`config.mk`:
```
export PLATFORM = sky130hd
export DESIGN_NAME = tcp_queue_steering_filter
export DESIGN_NICKNAME = d
export VERILOG_FILES = /design/src/rtl/core/tqsf_pkg.sv /design/src/rtl/core/tcp_queue_steering_filter.sv /design/src/rtl/core/tqsf_parser.sv /design/src/rtl/core/tqsf_verdict.sv
export SDC_FILE = /design/constraint.sdc
export NUM_CORES = 1
export LEC_CHECK = 0
export ABC_AREA = 1
export ABC_CLOCK_PERIOD_IN_PS = 4400
export BUFFER_PORTS_ARGS = -buffer_cell sky130_fd_sc_hd__buf_4
export CORE_ASPECT_RATIO = 0.75
export CORE_MARGIN = 2
export CORE_UTILIZATION = 40
export DETAILED_ROUTE_END_ITERATION = 8
export SYNTH_ARGS = -nofsm -noshare
export SYNTH_HDL_FRONTEND = slang
export SYNTH_SLANG_ARGS = --single-unit
```
`constraint.sdc`:
```
create_clock -name clk -period 4.4 [get_ports clk]
set_input_delay 0 -clock clk [delete_from_list [all_inputs] [get_ports clk]]
set_output_delay 0 -clock clk [all_outputs]
set_load 0.03 [all_outputs]
```
`src/rtl/core/tqsf_pkg.sv`:
```
// ----------------------------------------------------------------------------
// tqsf_pkg
// Shared types and constants for the tcp queue steering filter.
// ----------------------------------------------------------------------------
package tqsf_pkg;

  localparam int unsigned NUM_QUEUES  = 64;
  localparam int unsigned QUEUE_W     = 6;
  localparam int unsigned MAP_W       = 64;
  localparam int unsigned PORT_W      = 16;
  localparam int unsigned COUNT_W     = 16;
  localparam int unsigned CFG_INDEX_W = 8;

  localparam logic [COUNT_W-1:0] ETH_HDR_LEN    = 16'd14;
  localparam logic [COUNT_W-1:0] IPV4_MIN_LEN   = 16'd20;
  localparam logic [COUNT_W-1:0] TCP_MIN_LEN    = 16'd20;
  localparam logic [COUNT_W-1:0] OFF_TYPE_HI    = 16'd12;
  localparam logic [COUNT_W-1:0] OFF_TYPE_LO    = 16'd13;
  localparam logic [COUNT_W-1:0] OFF_IHL        = 16'd14;
  localparam logic [COUNT_W-1:0] OFF_PROTO      = 16'd23;
  localparam logic [COUNT_W-1:0] OFF_PORT_MIN   = 16'd15;
  localparam logic [COUNT_W-1:0] COUNT_MAX      = 16'hFFFF;
  localparam logic [15:0]        ETHERTYPE_IPV4 = 16'h0800;
  localparam logic [7:0]         PROTO_TCP      = 8'd6;
  localparam logic [3:0]         IHL_MIN        = 4'd5;
  localparam logic [PORT_W-1:0]  PORT_RESET     = 16'd22;

  localparam logic [CFG_INDEX_W-1:0] CFG_SOCKET_MAP   = 8'd0;
  localparam logic [CFG_INDEX_W-1:0] CFG_ALLOWED_PORT = 8'd1;

  typedef enum logic [1:0] {
    VERDICT_DROP     = 2'd0,
    VERDICT_PASS     = 2'd1,
    VERDICT_REDIRECT = 2'd2
  } verdict_t;

  // view of the frame headers including the byte being accepted
  typedef struct packed {
    logic [COUNT_W-1:0] len;
    logic [15:0]        ether_type;
    logic [3:0]         header_words;
    logic [7:0]         ip_proto;
    logic [PORT_W-1:0]  dest_port;
    logic [QUEUE_W-1:0] held_queue;
  } frame_info_t;

endpackage

```
`src/rtl/core/tcp_queue_steering_filter.sv`:
```
// ----------------------------------------------------------------------------
// tcp_queue_steering_filter
// Per-frame drop / pass / redirect verdict for a byte-wide ethernet stream.
// ----------------------------------------------------------------------------
// The input stream carries one frame byte per transaction: in_tdata is the
// byte, in_tlast marks the final byte and in_tuser the receive queue, which is
// used from the first byte of each frame. One result transaction leaves on
// out_* for every final byte and none for any other byte.
// A new byte is taken every cycle while out_* is not stalled; a frame's
// verdict appears on out_* in the cycle after its final byte is accepted.
// Header capture is a single pass per byte: one byte per clock unless stalled.
// The output holds one result. While it is held under a stall, in_tready
// stays high only if out_tready is high, so input stalls with the output.
// Register writes on cfg_* are always taken, one per cycle, and should be
// made while no frame is in flight. Index 0 is the socket bitmap, index 1 the
// allowed tcp port; other indexes are ignored.
// Reset clears the frame offset and the captured headers, empties the output
// register, clears the bitmap and sets the allowed port to 22.
// ----------------------------------------------------------------------------
module tcp_queue_steering_filter (
  input  logic                              clk,
  input  logic                              rst_n,
  input  logic                              in_tvalid,
  output logic                              in_tready,
  input  logic [7:0]                        in_tdata,  // [7:0] frame_byte
  input  logic                              in_tlast,
  input  logic [tqsf_pkg::QUEUE_W-1:0]      in_tuser,  // [5:0] rx_queue
  output logic                              out_tvalid,
  input  logic                              out_tready,
  output logic [7:0]                        out_tdata, // [1:0] verdict, [7:2] target_queue
  input  logic                              cfg_valid,
  output logic                              cfg_ready,
  input  logic [tqsf_pkg::CFG_INDEX_W-1:0]  cfg_index,
  input  logic [63:0]                       cfg_data
);
  import tqsf_pkg::*;

  logic [MAP_W-1:0]   socket_map_r;
  logic [PORT_W-1:0]  allowed_port_r;
  logic               in_accept;
  frame_info_t        info;
  verdict_t           verdict;
  logic [QUEUE_W-1:0] target_queue;

  assign cfg_ready = 1'b1;
  assign in_tready = !out_tvalid || out_tready;
  assign in_accept = in_tvalid && in_tready;

  always_ff @(posedge clk) begin
    if (!rst_n) begin
      socket_map_r   <= '0;
      allowed_port_r <= PORT_RESET;
    end else if (cfg_valid) begin
      unique case (cfg_index)
        CFG_SOCKET_MAP:   socket_map_r   <= cfg_data[MAP_W-1:0];
        CFG_ALLOWED_PORT: allowed_port_r <= cfg_data[PORT_W-1:0];
        default: ;
      endcase
    end
  end

  tqsf_parser u_parser (
    .clk        (clk),
    .rst_n      (rst_n),
    .in_accept  (in_accept),
    .frame_byte (in_tdata),
    .last_byte  (in_tlast),
    .rx_queue   (in_tuser),
    .info       (info)
  );

  tqsf_verdict u_verdict (
    .clk          (clk),
    .rst_n        (rst_n),
    .load         (in_accept && in_tlast),
    .info         (info),
    .socket_map   (socket_map_r),
    .allowed_port (allowed_port_r),
    .out_ready    (out_tready),
    .out_valid    (out_tvalid),
    .verdict      (verdict),
    .target_queue (target_queue)
  );

  assign out_tdata = {target_queue, verdict};

endmodule

```
`src/rtl/core/tqsf_parser.sv`:
```
// ----------------------------------------------------------------------------
// tqsf_parser
// Tracks the byte offset of the current frame and captures header fields.
// ----------------------------------------------------------------------------
module tqsf_parser (
  input  logic                       clk,
  input  logic                       rst_n,
  input  logic                       in_accept,
  input  logic [7:0]                 frame_byte,
  input  logic                       last_byte,
  input  logic [tqsf_pkg::QUEUE_W-1:0] rx_queue,
  output tqsf_pkg::frame_info_t      info
);
  import tqsf_pkg::*;

  logic [COUNT_W-1:0] byte_count_r;
  logic [15:0]        ether_type_r;
  logic [3:0]         header_words_r;
  logic [7:0]         ip_proto_r;
  logic [PORT_W-1:0]  dest_port_r;
  logic [QUEUE_W-1:0] held_queue_r;

  logic [COUNT_W-1:0] tcp_off;
  logic [COUNT_W-1:0] len_nxt;
  logic [15:0]        ether_type_nxt;
  logic [3:0]         header_words_nxt;
  logic [7:0]         ip_proto_nxt;
  logic [PORT_W-1:0]  dest_port_nxt;
  logic [QUEUE_W-1:0] held_queue_nxt;

  always_comb begin
    tcp_off          = ETH_HDR_LEN + {10'd0, header_words_r, 2'b00};
    len_nxt          = (byte_count_r == COUNT_MAX) ? COUNT_MAX : byte_count_r + 16'd1;
    ether_type_nxt   = ether_type_r;
    header_words_nxt = header_words_r;
    ip_proto_nxt     = ip_proto_r;
    dest_port_nxt    = dest_port_r;
    held_queue_nxt   = held_queue_r;
    if (byte_count_r == '0) begin
      held_queue_nxt = rx_queue;
    end
    if (byte_count_r == OFF_TYPE_HI) begin
      ether_type_nxt[15:8] = frame_byte;
    end
    if (byte_count_r == OFF_TYPE_LO) begin
      ether_type_nxt[7:0] = frame_byte;
    end
    if (byte_count_r == OFF_IHL) begin
      header_words_nxt = frame_byte[3:0];
    end
    if (byte_count_r == OFF_PROTO) begin
      ip_proto_nxt = frame_byte;
    end
    // port sits two and three bytes into the tcp header
    if (byte_count_r >= OFF_PORT_MIN && byte_count_r == tcp_off + 16'd2) begin
      dest_port_nxt[15:8] = frame_byte;
    end
    if (byte_count_r >= OFF_PORT_MIN && byte_count_r == tcp_off + 16'd3) begin
      dest_port_nxt[7:0] = frame_byte;
    end
  end

  assign info = '{
    len:          len_nxt,
    ether_type:   ether_type_nxt,
    header_words: header_words_nxt,
    ip_proto:     ip_proto_nxt,
    dest_port:    dest_port_nxt,
    held_queue:   held_queue_nxt
  };

  always_ff @(posedge clk) begin
    if (!rst_n) begin
      byte_count_r   <= '0;
      ether_type_r   <= '0;
      header_words_r <= '0;
      ip_proto_r     <= '0;
      dest_port_r    <= '0;
      held_queue_r   <= '0;
    end else if (in_accept) begin
      if (last_byte) begin
        byte_count_r   <= '0;
        ether_type_r   <= '0;
        header_words_r <= '0;
        ip_proto_r     <= '0;
        dest_port_r    <= '0;
        held_queue_r   <= '0;
      end else begin
        byte_count_r   <= len_nxt;
        ether_type_r   <= ether_type_nxt;
        header_words_r <= header_words_nxt;
        ip_proto_r     <= ip_proto_nxt;
        dest_port_r    <= dest_port_nxt;
        held_queue_r   <= held_queue_nxt;
      end
    end
  end

  a_restart_after_last: assert property (
    @(posedge clk) disable iff (!rst_n)
    in_accept && last_byte |=> byte_count_r == '0
  ) else $error("offset not cleared after final byte");

  a_count_advances: assert property (
    @(posedge clk) disable iff (!rst_n)
    in_accept && !last_byte && byte_count_r != COUNT_MAX
      |=> byte_count_r == $past(byte_count_r) + 16'd1
  ) else $error("offset did not advance by one");

endmodule

```
`src/rtl/core/tqsf_verdict.sv`:
```
// ----------------------------------------------------------------------------
// tqsf_verdict
// Checks the captured headers on the final byte and registers the verdict.
// ----------------------------------------------------------------------------
module tqsf_verdict (
  input  logic                          clk,
  input  logic                          rst_n,
  input  logic                          load,
  input  tqsf_pkg::frame_info_t         info,
  input  logic [tqsf_pkg::MAP_W-1:0]    socket_map,
  input  logic [tqsf_pkg::PORT_W-1:0]   allowed_port,
  input  logic                          out_ready,
  output logic                          out_valid,
  output tqsf_pkg::verdict_t            verdict,
  output logic [tqsf_pkg::QUEUE_W-1:0]  target_queue
);
  import tqsf_pkg::*;

  logic               out_valid_r;
  verdict_t           verdict_r;
  logic [QUEUE_W-1:0] target_r;
  verdict_t           verdict_nxt;
  logic [QUEUE_W-1:0] target_nxt;
  logic [COUNT_W-1:0] tcp_end;
  logic               bound;

  always_comb begin
    tcp_end     = ETH_HDR_LEN + TCP_MIN_LEN + {10'd0, info.header_words, 2'b00};
    bound       = ({1'b0, info.held_queue} < 7'(NUM_QUEUES))
                  && socket_map[info.held_queue];
    verdict_nxt = VERDICT_DROP;
    target_nxt  = '0;
    if (info.len < ETH_HDR_LEN
        || info.ether_type != ETHERTYPE_IPV4
        || info.len < ETH_HDR_LEN + IPV4_MIN_LEN
        || info.ip_proto != PROTO_TCP
        || info.header_words < IHL_MIN
        || info.len < tcp_end) begin
      verdict_nxt = VERDICT_DROP;
    end else if (info.dest_port == allowed_port) begin
      verdict_nxt = VERDICT_PASS;
    end else if (bound) begin
      verdict_nxt = VERDICT_REDIRECT;
      target_nxt  = info.held_queue;
    end
  end

  always_ff @(posedge clk) begin
    if (!rst_n) begin
      out_valid_r <= 1'b0;
    end else if (load) begin
      out_valid_r <= 1'b1;
    end else if (out_ready) begin
      out_valid_r <= 1'b0;
    end
  end

  always_ff @(posedge clk) begin
    if (load) begin
      verdict_r <= verdict_nxt;
      target_r  <= target_nxt;
    end
  end

  assign out_valid    = out_valid_r;
  assign verdict      = verdict_r;
  assign target_queue = target_r;

  a_redirect_bound: assert property (
    @(posedge clk) disable iff (!rst_n)
    out_valid_r && verdict_r == VERDICT_REDIRECT |-> socket_map[target_r]
  ) else $error("redirect to a queue with no socket");

  a_target_zero: assert property (
    @(posedge clk) disable iff (!rst_n)
    out_valid_r && verdict_r != VERDICT_REDIRECT |-> target_r == '0
  ) else $error("target queue set without redirect");

endmodule

```
==> flow_summary.ini, run 1 <==
[routing]
via_per_inst = 4.93
dr.pass1.iters = 5
drt_iter0_markers = 615
drc = 0
finalWirelength_mm = 23.9
vias = 8510
antenna_left = 0
route.detailed.wl_per_inst_um = 13.8

[placement]
port_buffers = 101
hpwl_mm = 16.1
place.gp.congestion = 0.881
place_inst = 1627

[synth]
netlist_top_cells_area = dfxtp_1 (34%), nand2_1 (15%), inv_1 (8.2%)
ys_types = 48
synth_seq_cells = 155
syn-mean-instance-area_um2 = 6.73
synth_fp_nets = 1400
synth_area_leader_cell = dfxtp_1
yosysTopAreaCellShare_pct = 33.7
synthArstFlopShare_pct = 0
synth_edf_count = 8
syn_area_mm2 = 0.00874
ys_seq_area_share_pct = 36.4
syn-instance-count = 1298
yosysWarnings = 0
ys.flop_type = dfxtp_1

[final_layout]
regArea_mm2 = 0.00318
layout-drive-gt1-share_pct = 14.4
final_nets = 1528
multiInputGateArea_mm2 = 0.00443
syn2layout_area_growth_pct = 24.3
diodes = 0
fillers = 2148
fin_cells = 1727

[pwr]
p_leak_nw = 4.65
vdd_ir_drop_max_v = 0.000235
power.total_mw = 3.31
p_per_area_mw_per_mm2 = 305

[clock_network]
cts.sink_count = 155
numCtsBuffers = 17
clock_latency_ns = 0.43
htree_levels = 4
clock_path_buffers = 2
clockRootBuffer = clkbuf_16
path_clk_slew_ns = 0.07
cts_tree = built

[worst_hold_path]
hold_class = in -> reg

[worst_setup_path]
cp_slowest_cell = nor2_4
crit_buf_inv = 3
endpoint_kind = register
critPathMaxStageDelay_ns = 0.45
start_kind = register
cpLargestDelayFamily = simple AND/OR/NAND/NOR gates
path_class = reg -> reg
path_cells = nor2_1 > nand3_1 > nor2_4 > nand3_2 > clkinv_1 > nor2_1 > a21oi_1 > inv_1 > ha_1 > a21o_1 > a211oi_1 > nand2_1 > o21ai_1 > nand2_1 > inv_1 > nor2_4 > nand3_4 > nor2_2
arrival_ns = 3.41
cp.required_ns = 4.56
path_max_fanout = 11

[die]
initial_core_util_pct = 41.0
num_rows = 46
core_mm2 = 0.0213
die_area_mm2 = 0.0231
dieHeight_um = 132
io_pins = 103
die_x_um = 175

[timing]
max_freq_ghz = 0.307
tns_ns = 0
slew_headroom_pct = 29.6
worstMarginPinSlew_ns = 1.06
skew_ns = 0.0105
drv_slew = 0
setup_viol = 0
finalCritPeriodShare_pct = 74.0
finalWorstPathRequiredPeriod_ns = 3.26
report.final.hold_viol_count = 0
rsz0062_at_grt = false

[status]
run_status = complete, no violations

[global_route]
antenna_found_initial = 0
grt_pass1_vias = 7907
grt_start_max_net_pins = 129
track_usage_pct = 21.2
grt_pass1_wl_mm = 40.0
globalRouteOverflowTotal = 0

[job]
drv_cap = 0
[flip-flops by register name, summed over array words and instances, names as in the netlist]
name and flops:
socket_map_r 64, allowed_port_r 16, u_parser.byte_count_r 16, u_parser.dest_port_r 16
u_parser.ether_type_r 16, u_parser.ip_proto_r 8, u_parser.held_queue_r 6, u_verdict.target_queue 6
u_parser.header_words_r 4, u_verdict.verdict 2, u_verdict.out_valid 1
[cell usage in the layout, fill, tap and decap left out, drive strengths merged, types with 29 or more instances in the layout]
master       count
nand2          356
dlygate4sd3     68
nor2           129
buf            106
dfxtp          147
a21oi           82
inv            212
nand4           29
o21ai           48
nand3          113
a211oi          65
[worst register-to-register path, stage by stage (launching register included)]
cell and delay, ns:
dfxtp_1 0.36, nor2_1 0.12, nand3_1 0.14, nor2_4 0.45
nand3_2 0.19, clkinv_1 0.12, nor2_1 0.05, a21oi_1 0.17
inv_1 0.11, ha_1 0.33, a21o_1 0.17, a211oi_1 0.22
nand2_1 0.07, o21ai_1 0.07, nand2_1 0.06, inv_1 0.11
nor2_4 0.06, nand3_4 0.15, nor2_2 0.04
[where the power goes]
part | switching [mW] | internal (mW) | total, mW
combinational | 0.219 | 0.154 | 0.373
clock | 0.642 | 0.864 | 1.51
sequential | 0.00550 | 1.42 | 1.43
total | 0.867 | 2.44 | 3.31
[per-layer routing]
| layer | vias up | wire length (um) | track usage, % |
|---|---|---|---|
| met1 | 3843 | 12300 | 31.4 |
| met4 | 0 | 280 | 4.81 |
| met2 | 212 | 10100 | 31.9 |
| met3 | 20 | 1240 | 3.72 |
| met5 | - | 0 | 0 |
| li1 | 4435 | - | - |
[area by class of cell]
cell class,count,share of cell area [%]
repair buffers,174,13.8
clock inverters,14,1.45
well taps,288,3.32
inverters,208,7.26
multi-input cells,870,40.8
flip-flops and latches,155,29.3
clock buffers,18,4.05
[path summary, 6_finish.rpt]
check | cells after the start | start | to | slack [ns]
worst max-delay path | 18 | u_parser.byte_count_r[11] | u_verdict.target_queue[1] | 1.14
worst min register to register | 2 | u_parser.held_queue_r[2] | u_parser.held_queue_r[2] | 0.46
worst min-delay path | 5 | in_tdata[1] | u_parser.ether_type_r[1] | 0.04
worst max register to register | 18 | u_parser.byte_count_r[11] | u_verdict.target_queue[1] | 1.14
[Yosys cell counts (3+ instances only)]
cell      count
buf_6         9
a211oi_1     65
nand2_4       3
nor2_2       10
o211ai_1      3
nor2_1      113
nor3_1        7
nand3_2      10
clkbuf_1     35
inv_1       192
xor2_1        4
dfxtp_1     147
buf_2        16
o21ai_0      36
nor2_4        5
nand3_1      98
a21oi_1      82
nand2_2       6
nand4_4       3
edfxtp_1      8
o21ai_1      10
inv_2        13
o22ai_1       5
nand4_1      26
nand2_1     346
nand3_4       5
ha_1         10
nor4_1        3
[cells by family (layout without fill, tap and decap cells)]
group | after synthesis | after routing | synth area share (%)
AND/OR/NAND/NOR | 644 | 644 | 34.0
buffers and inverters | 273 | 414 | 13.1
adder cells (fa/ha/maj) | 10 | 10 | 1.43
other | 1 | 1 | 0.0429
multiplexers | 1 | 1 | 0.115
AO/OA/AOI/OAI | 210 | 210 | 14.6
XOR/XNOR | 4 | 4 | 0.401
flip-flops | 155 | 155 | 36.4
[through the flow]
| stage | worst slack (ns) | area, um2 | hold slack (ns) | utilization [%] |
|---|---|---|---|---|
| floorplan | 1.68 | 8740 | 0.138 | - |
| global placement | 1.26 | 9580 | 0.256 | 45.0 |
| detailed placement | 1.18 | 9580 | 0.257 | 45.0 |
| CTS | 1.13 | 10900 | 0.0284 | 51.0 |
| global route | 0.738 | 10900 | 0.0639 | 51.0 |
| finish | 1.14 | 10900 | 0.0432 | 51.0 |
[what timing repair did]
item,4_1_cts,5_1_grt
setup buffers,0,0
hold endpoints to repair,95,0
hold buffers,68,0
resized for setup,0,0
Power figures use the tool's default switching activity.
==> inputs of run 2 (changes only) <==
--- a/config.mk
+++ b/config.mk
@@ -6,7 +6,7 @@
 export NUM_CORES = 1
 export LEC_CHECK = 0
 export ABC_AREA = 1
-export ABC_CLOCK_PERIOD_IN_PS = 4400
+export ABC_CLOCK_PERIOD_IN_PS = 3000
 export BUFFER_PORTS_ARGS = -buffer_cell sky130_fd_sc_hd__buf_4
 export CORE_ASPECT_RATIO = 0.75
 export CORE_MARGIN = 2
==> constraint.sdc (replaced) <==
create_clock -name clk -period 3 [get_ports clk]
set_input_delay 0 -clock clk [delete_from_list [all_inputs] [get_ports clk]]
set_output_delay 0 -clock clk [all_outputs]
set_load 0.03 [all_outputs]
==> run 2 against run 1 <==
  * Fmax grew 14%
  * Setup slack lost 1.0 ns
  * Core utilization rose by 1.6 points
  * Combinational power is 52% higher
  * Sequential cell count stayed put
  * Total power grew 47%
  * Clock power is 45% higher
  * Routed wire length grew 0.37%
  * Die area is the same
  * Global-route usage is 0.29 points lower
  * Critical endpoint is now u_verdict.target_queue[0]
==> flow_summary.ini, run 2 (synthesized netlist as in run 1, its figures left out) <==
[global_route]
grt_pass1_wl_mm = 39.5
grt.met1_usage_pct = 31.6
grt_start_max_net_pins = 79
antenna_found_initial = 0
grt_use_met2_pct = 30.9
busiest_layer = met1
use_met3_pct = 3.17
track_usage_pct = 20.9
grt_pass1_vias = 7713
globalRouteOverflowTotal = 0

[final_layout]
mostFrequentLayoutCells = nand2_1 (342), inv_1 (189), dfxtp_1 (143)
final_area_mm2 = 0.0112
syn2layout_area_growth_pct = 28.2
layout-drive-gt1-share_pct = 17.3
largest_register = socket_map_r
layout_commonest_cell = nand2_1
largest_reg_flops = 64
diodes = 0
final_nets = 1558

[worst_hold_path]
hold_class = in -> reg

[clock_network]
numCtsBuffers = 17
cts_tree = built
clock_path_buffers = 2
clock_latency_ns = 0.44
clockRootBuffer = clkbuf_16
cts.sink_count = 155
path_clk_slew_ns = 0.07
htree_levels = 4

[job]
drv_cap = 0

[timing]
drv_slew = 0
finalCritPeriodShare_pct = 95.4
finalWorstPathRequiredPeriod_ns = 2.86
slew_headroom_pct = 47.4
skew_ns = 0.0163
report.final.hold_viol_count = 0
worstMarginPinSlew_ns = 0.786
setup_viol = 0
worst_slack_ns = 0.138
max_freq_ghz = 0.349

[placement]
pre_cts_slack_ns = 0.0102
place.gp.congestion = 0.898
port_buffers = 101
postPlaceCellArea_mm2 = 0.00979
hpwl_mm = 16.2

[die]
io_pins = 103
die_area_mm2 = 0.0231
dieHeight_um = 132
initial_core_util_pct = 41.0
num_rows = 46
core_mm2 = 0.0213
die_x_um = 175

[routing]
vias = 8617
dr.pass1.iters = 7
finalWirelength_mm = 23.9
drt_iter0_markers = 792
antenna_left = 0
via_per_inst = 4.90
route.detailed.wl_per_inst_um = 13.6
drc = 0

[pwr]
p_per_area_mw_per_mm2 = 433
vdd_ir_drop_max_v = 0.000342
p_leak_nw = 4.82

[worst_setup_path]
start_kind = register
endpoint_kind = register
ff2ff_path_depth = 17
r2r-end = u_verdict.target_queue[0]
path_class = reg -> reg
path_max_fanout = 7
crit_start = u_parser.byte_count_r[0]
endpoint = u_verdict.target_queue[0]
r2r_slack_ns = 0.14
arrival_ns = 3.03
cp.required_ns = 3.17
r2r-start = u_parser.byte_count_r[0]

[status]
run_status = complete, no violations
## run 2: what timing repair did
item                       CTS  global route
buffers inserted             0             6
resized for setup            2            20
hold buffers                69             0
setup endpoints to repair    3             8
pin swaps                    0             7
hold endpoints to repair   101             0
## run 2: report_power, final
part           internal [mW]  switching, mW  total [mW]
clock                   1.23          0.956        2.19
combinational          0.243          0.325       0.568
sequential              2.09        0.00785        2.09
total                   3.56           1.29        4.85
## run 2: worst min path at each step
stage                             from                        end  slack [ns]  cells after the start
final                      in_tdata[6]     u_parser.ip_proto_r[6]        0.02                      5
after global routing       in_tuser[2]  u_verdict.target_queue[2]        0.04                      3
after CTS                  in_tdata[6]     u_parser.ip_proto_r[6]        0.02                      5
after detailed placement  cfg_data[30]           socket_map_r[30]        0.26                      3
after global placement    cfg_data[55]           socket_map_r[55]        0.26                      3
after floorplan            cfg_data[0]            socket_map_r[0]        0.14                      2
## run 2: critical path, cell delays in order, from the launching register on
cell      delay (ns)
dfxtp_4         0.37
ha_2            0.21
nand3_4         0.11
nor2_4          0.14
nand4_1         0.18
nor2_2          0.17
nand2_1         0.11
nand3_2         0.13
ha_1            0.25
a21o_1          0.17
a211oi_1        0.22
nand2_1         0.08
o21ai_1         0.07
nand2_1         0.07
inv_2           0.08
nor2_4          0.05
nand3_4         0.14
nor2_2          0.04
## run 2: final cells by class
cell class / count / area (um2)
flip-flops and latches: 155 / 3190
well taps: 288 / 360
repair buffers: 204 / 1780
multi-input cells: 870 / 4480
inverters: 208 / 791
clock buffers: 19 / 464
clock inverters: 13 / 131
fillers: 2066 / 10100
## run 2: metal layers
layer	wire length, um	part of all wire, %
met4	215	0.90
met1	12400	52
met5	0	0
met2	10100	42
met3	1210	5.0
## run 2: through the flow
stage                     hold slack, ns  std cells  TNS, ns  utilization, %  total power [mW]
after global placement             0.256       1650        0            46.0              2.63
final                             0.0238       1757        0            52.6              4.85
after global routing              0.0416       1757   -0.203            52.6              5.04
after detailed placement           0.258       1650        0            46.0              2.63
after floorplan                    0.138       1298        0               -              2.42
after CTS                         0.0168       1751        0            52.0              4.88
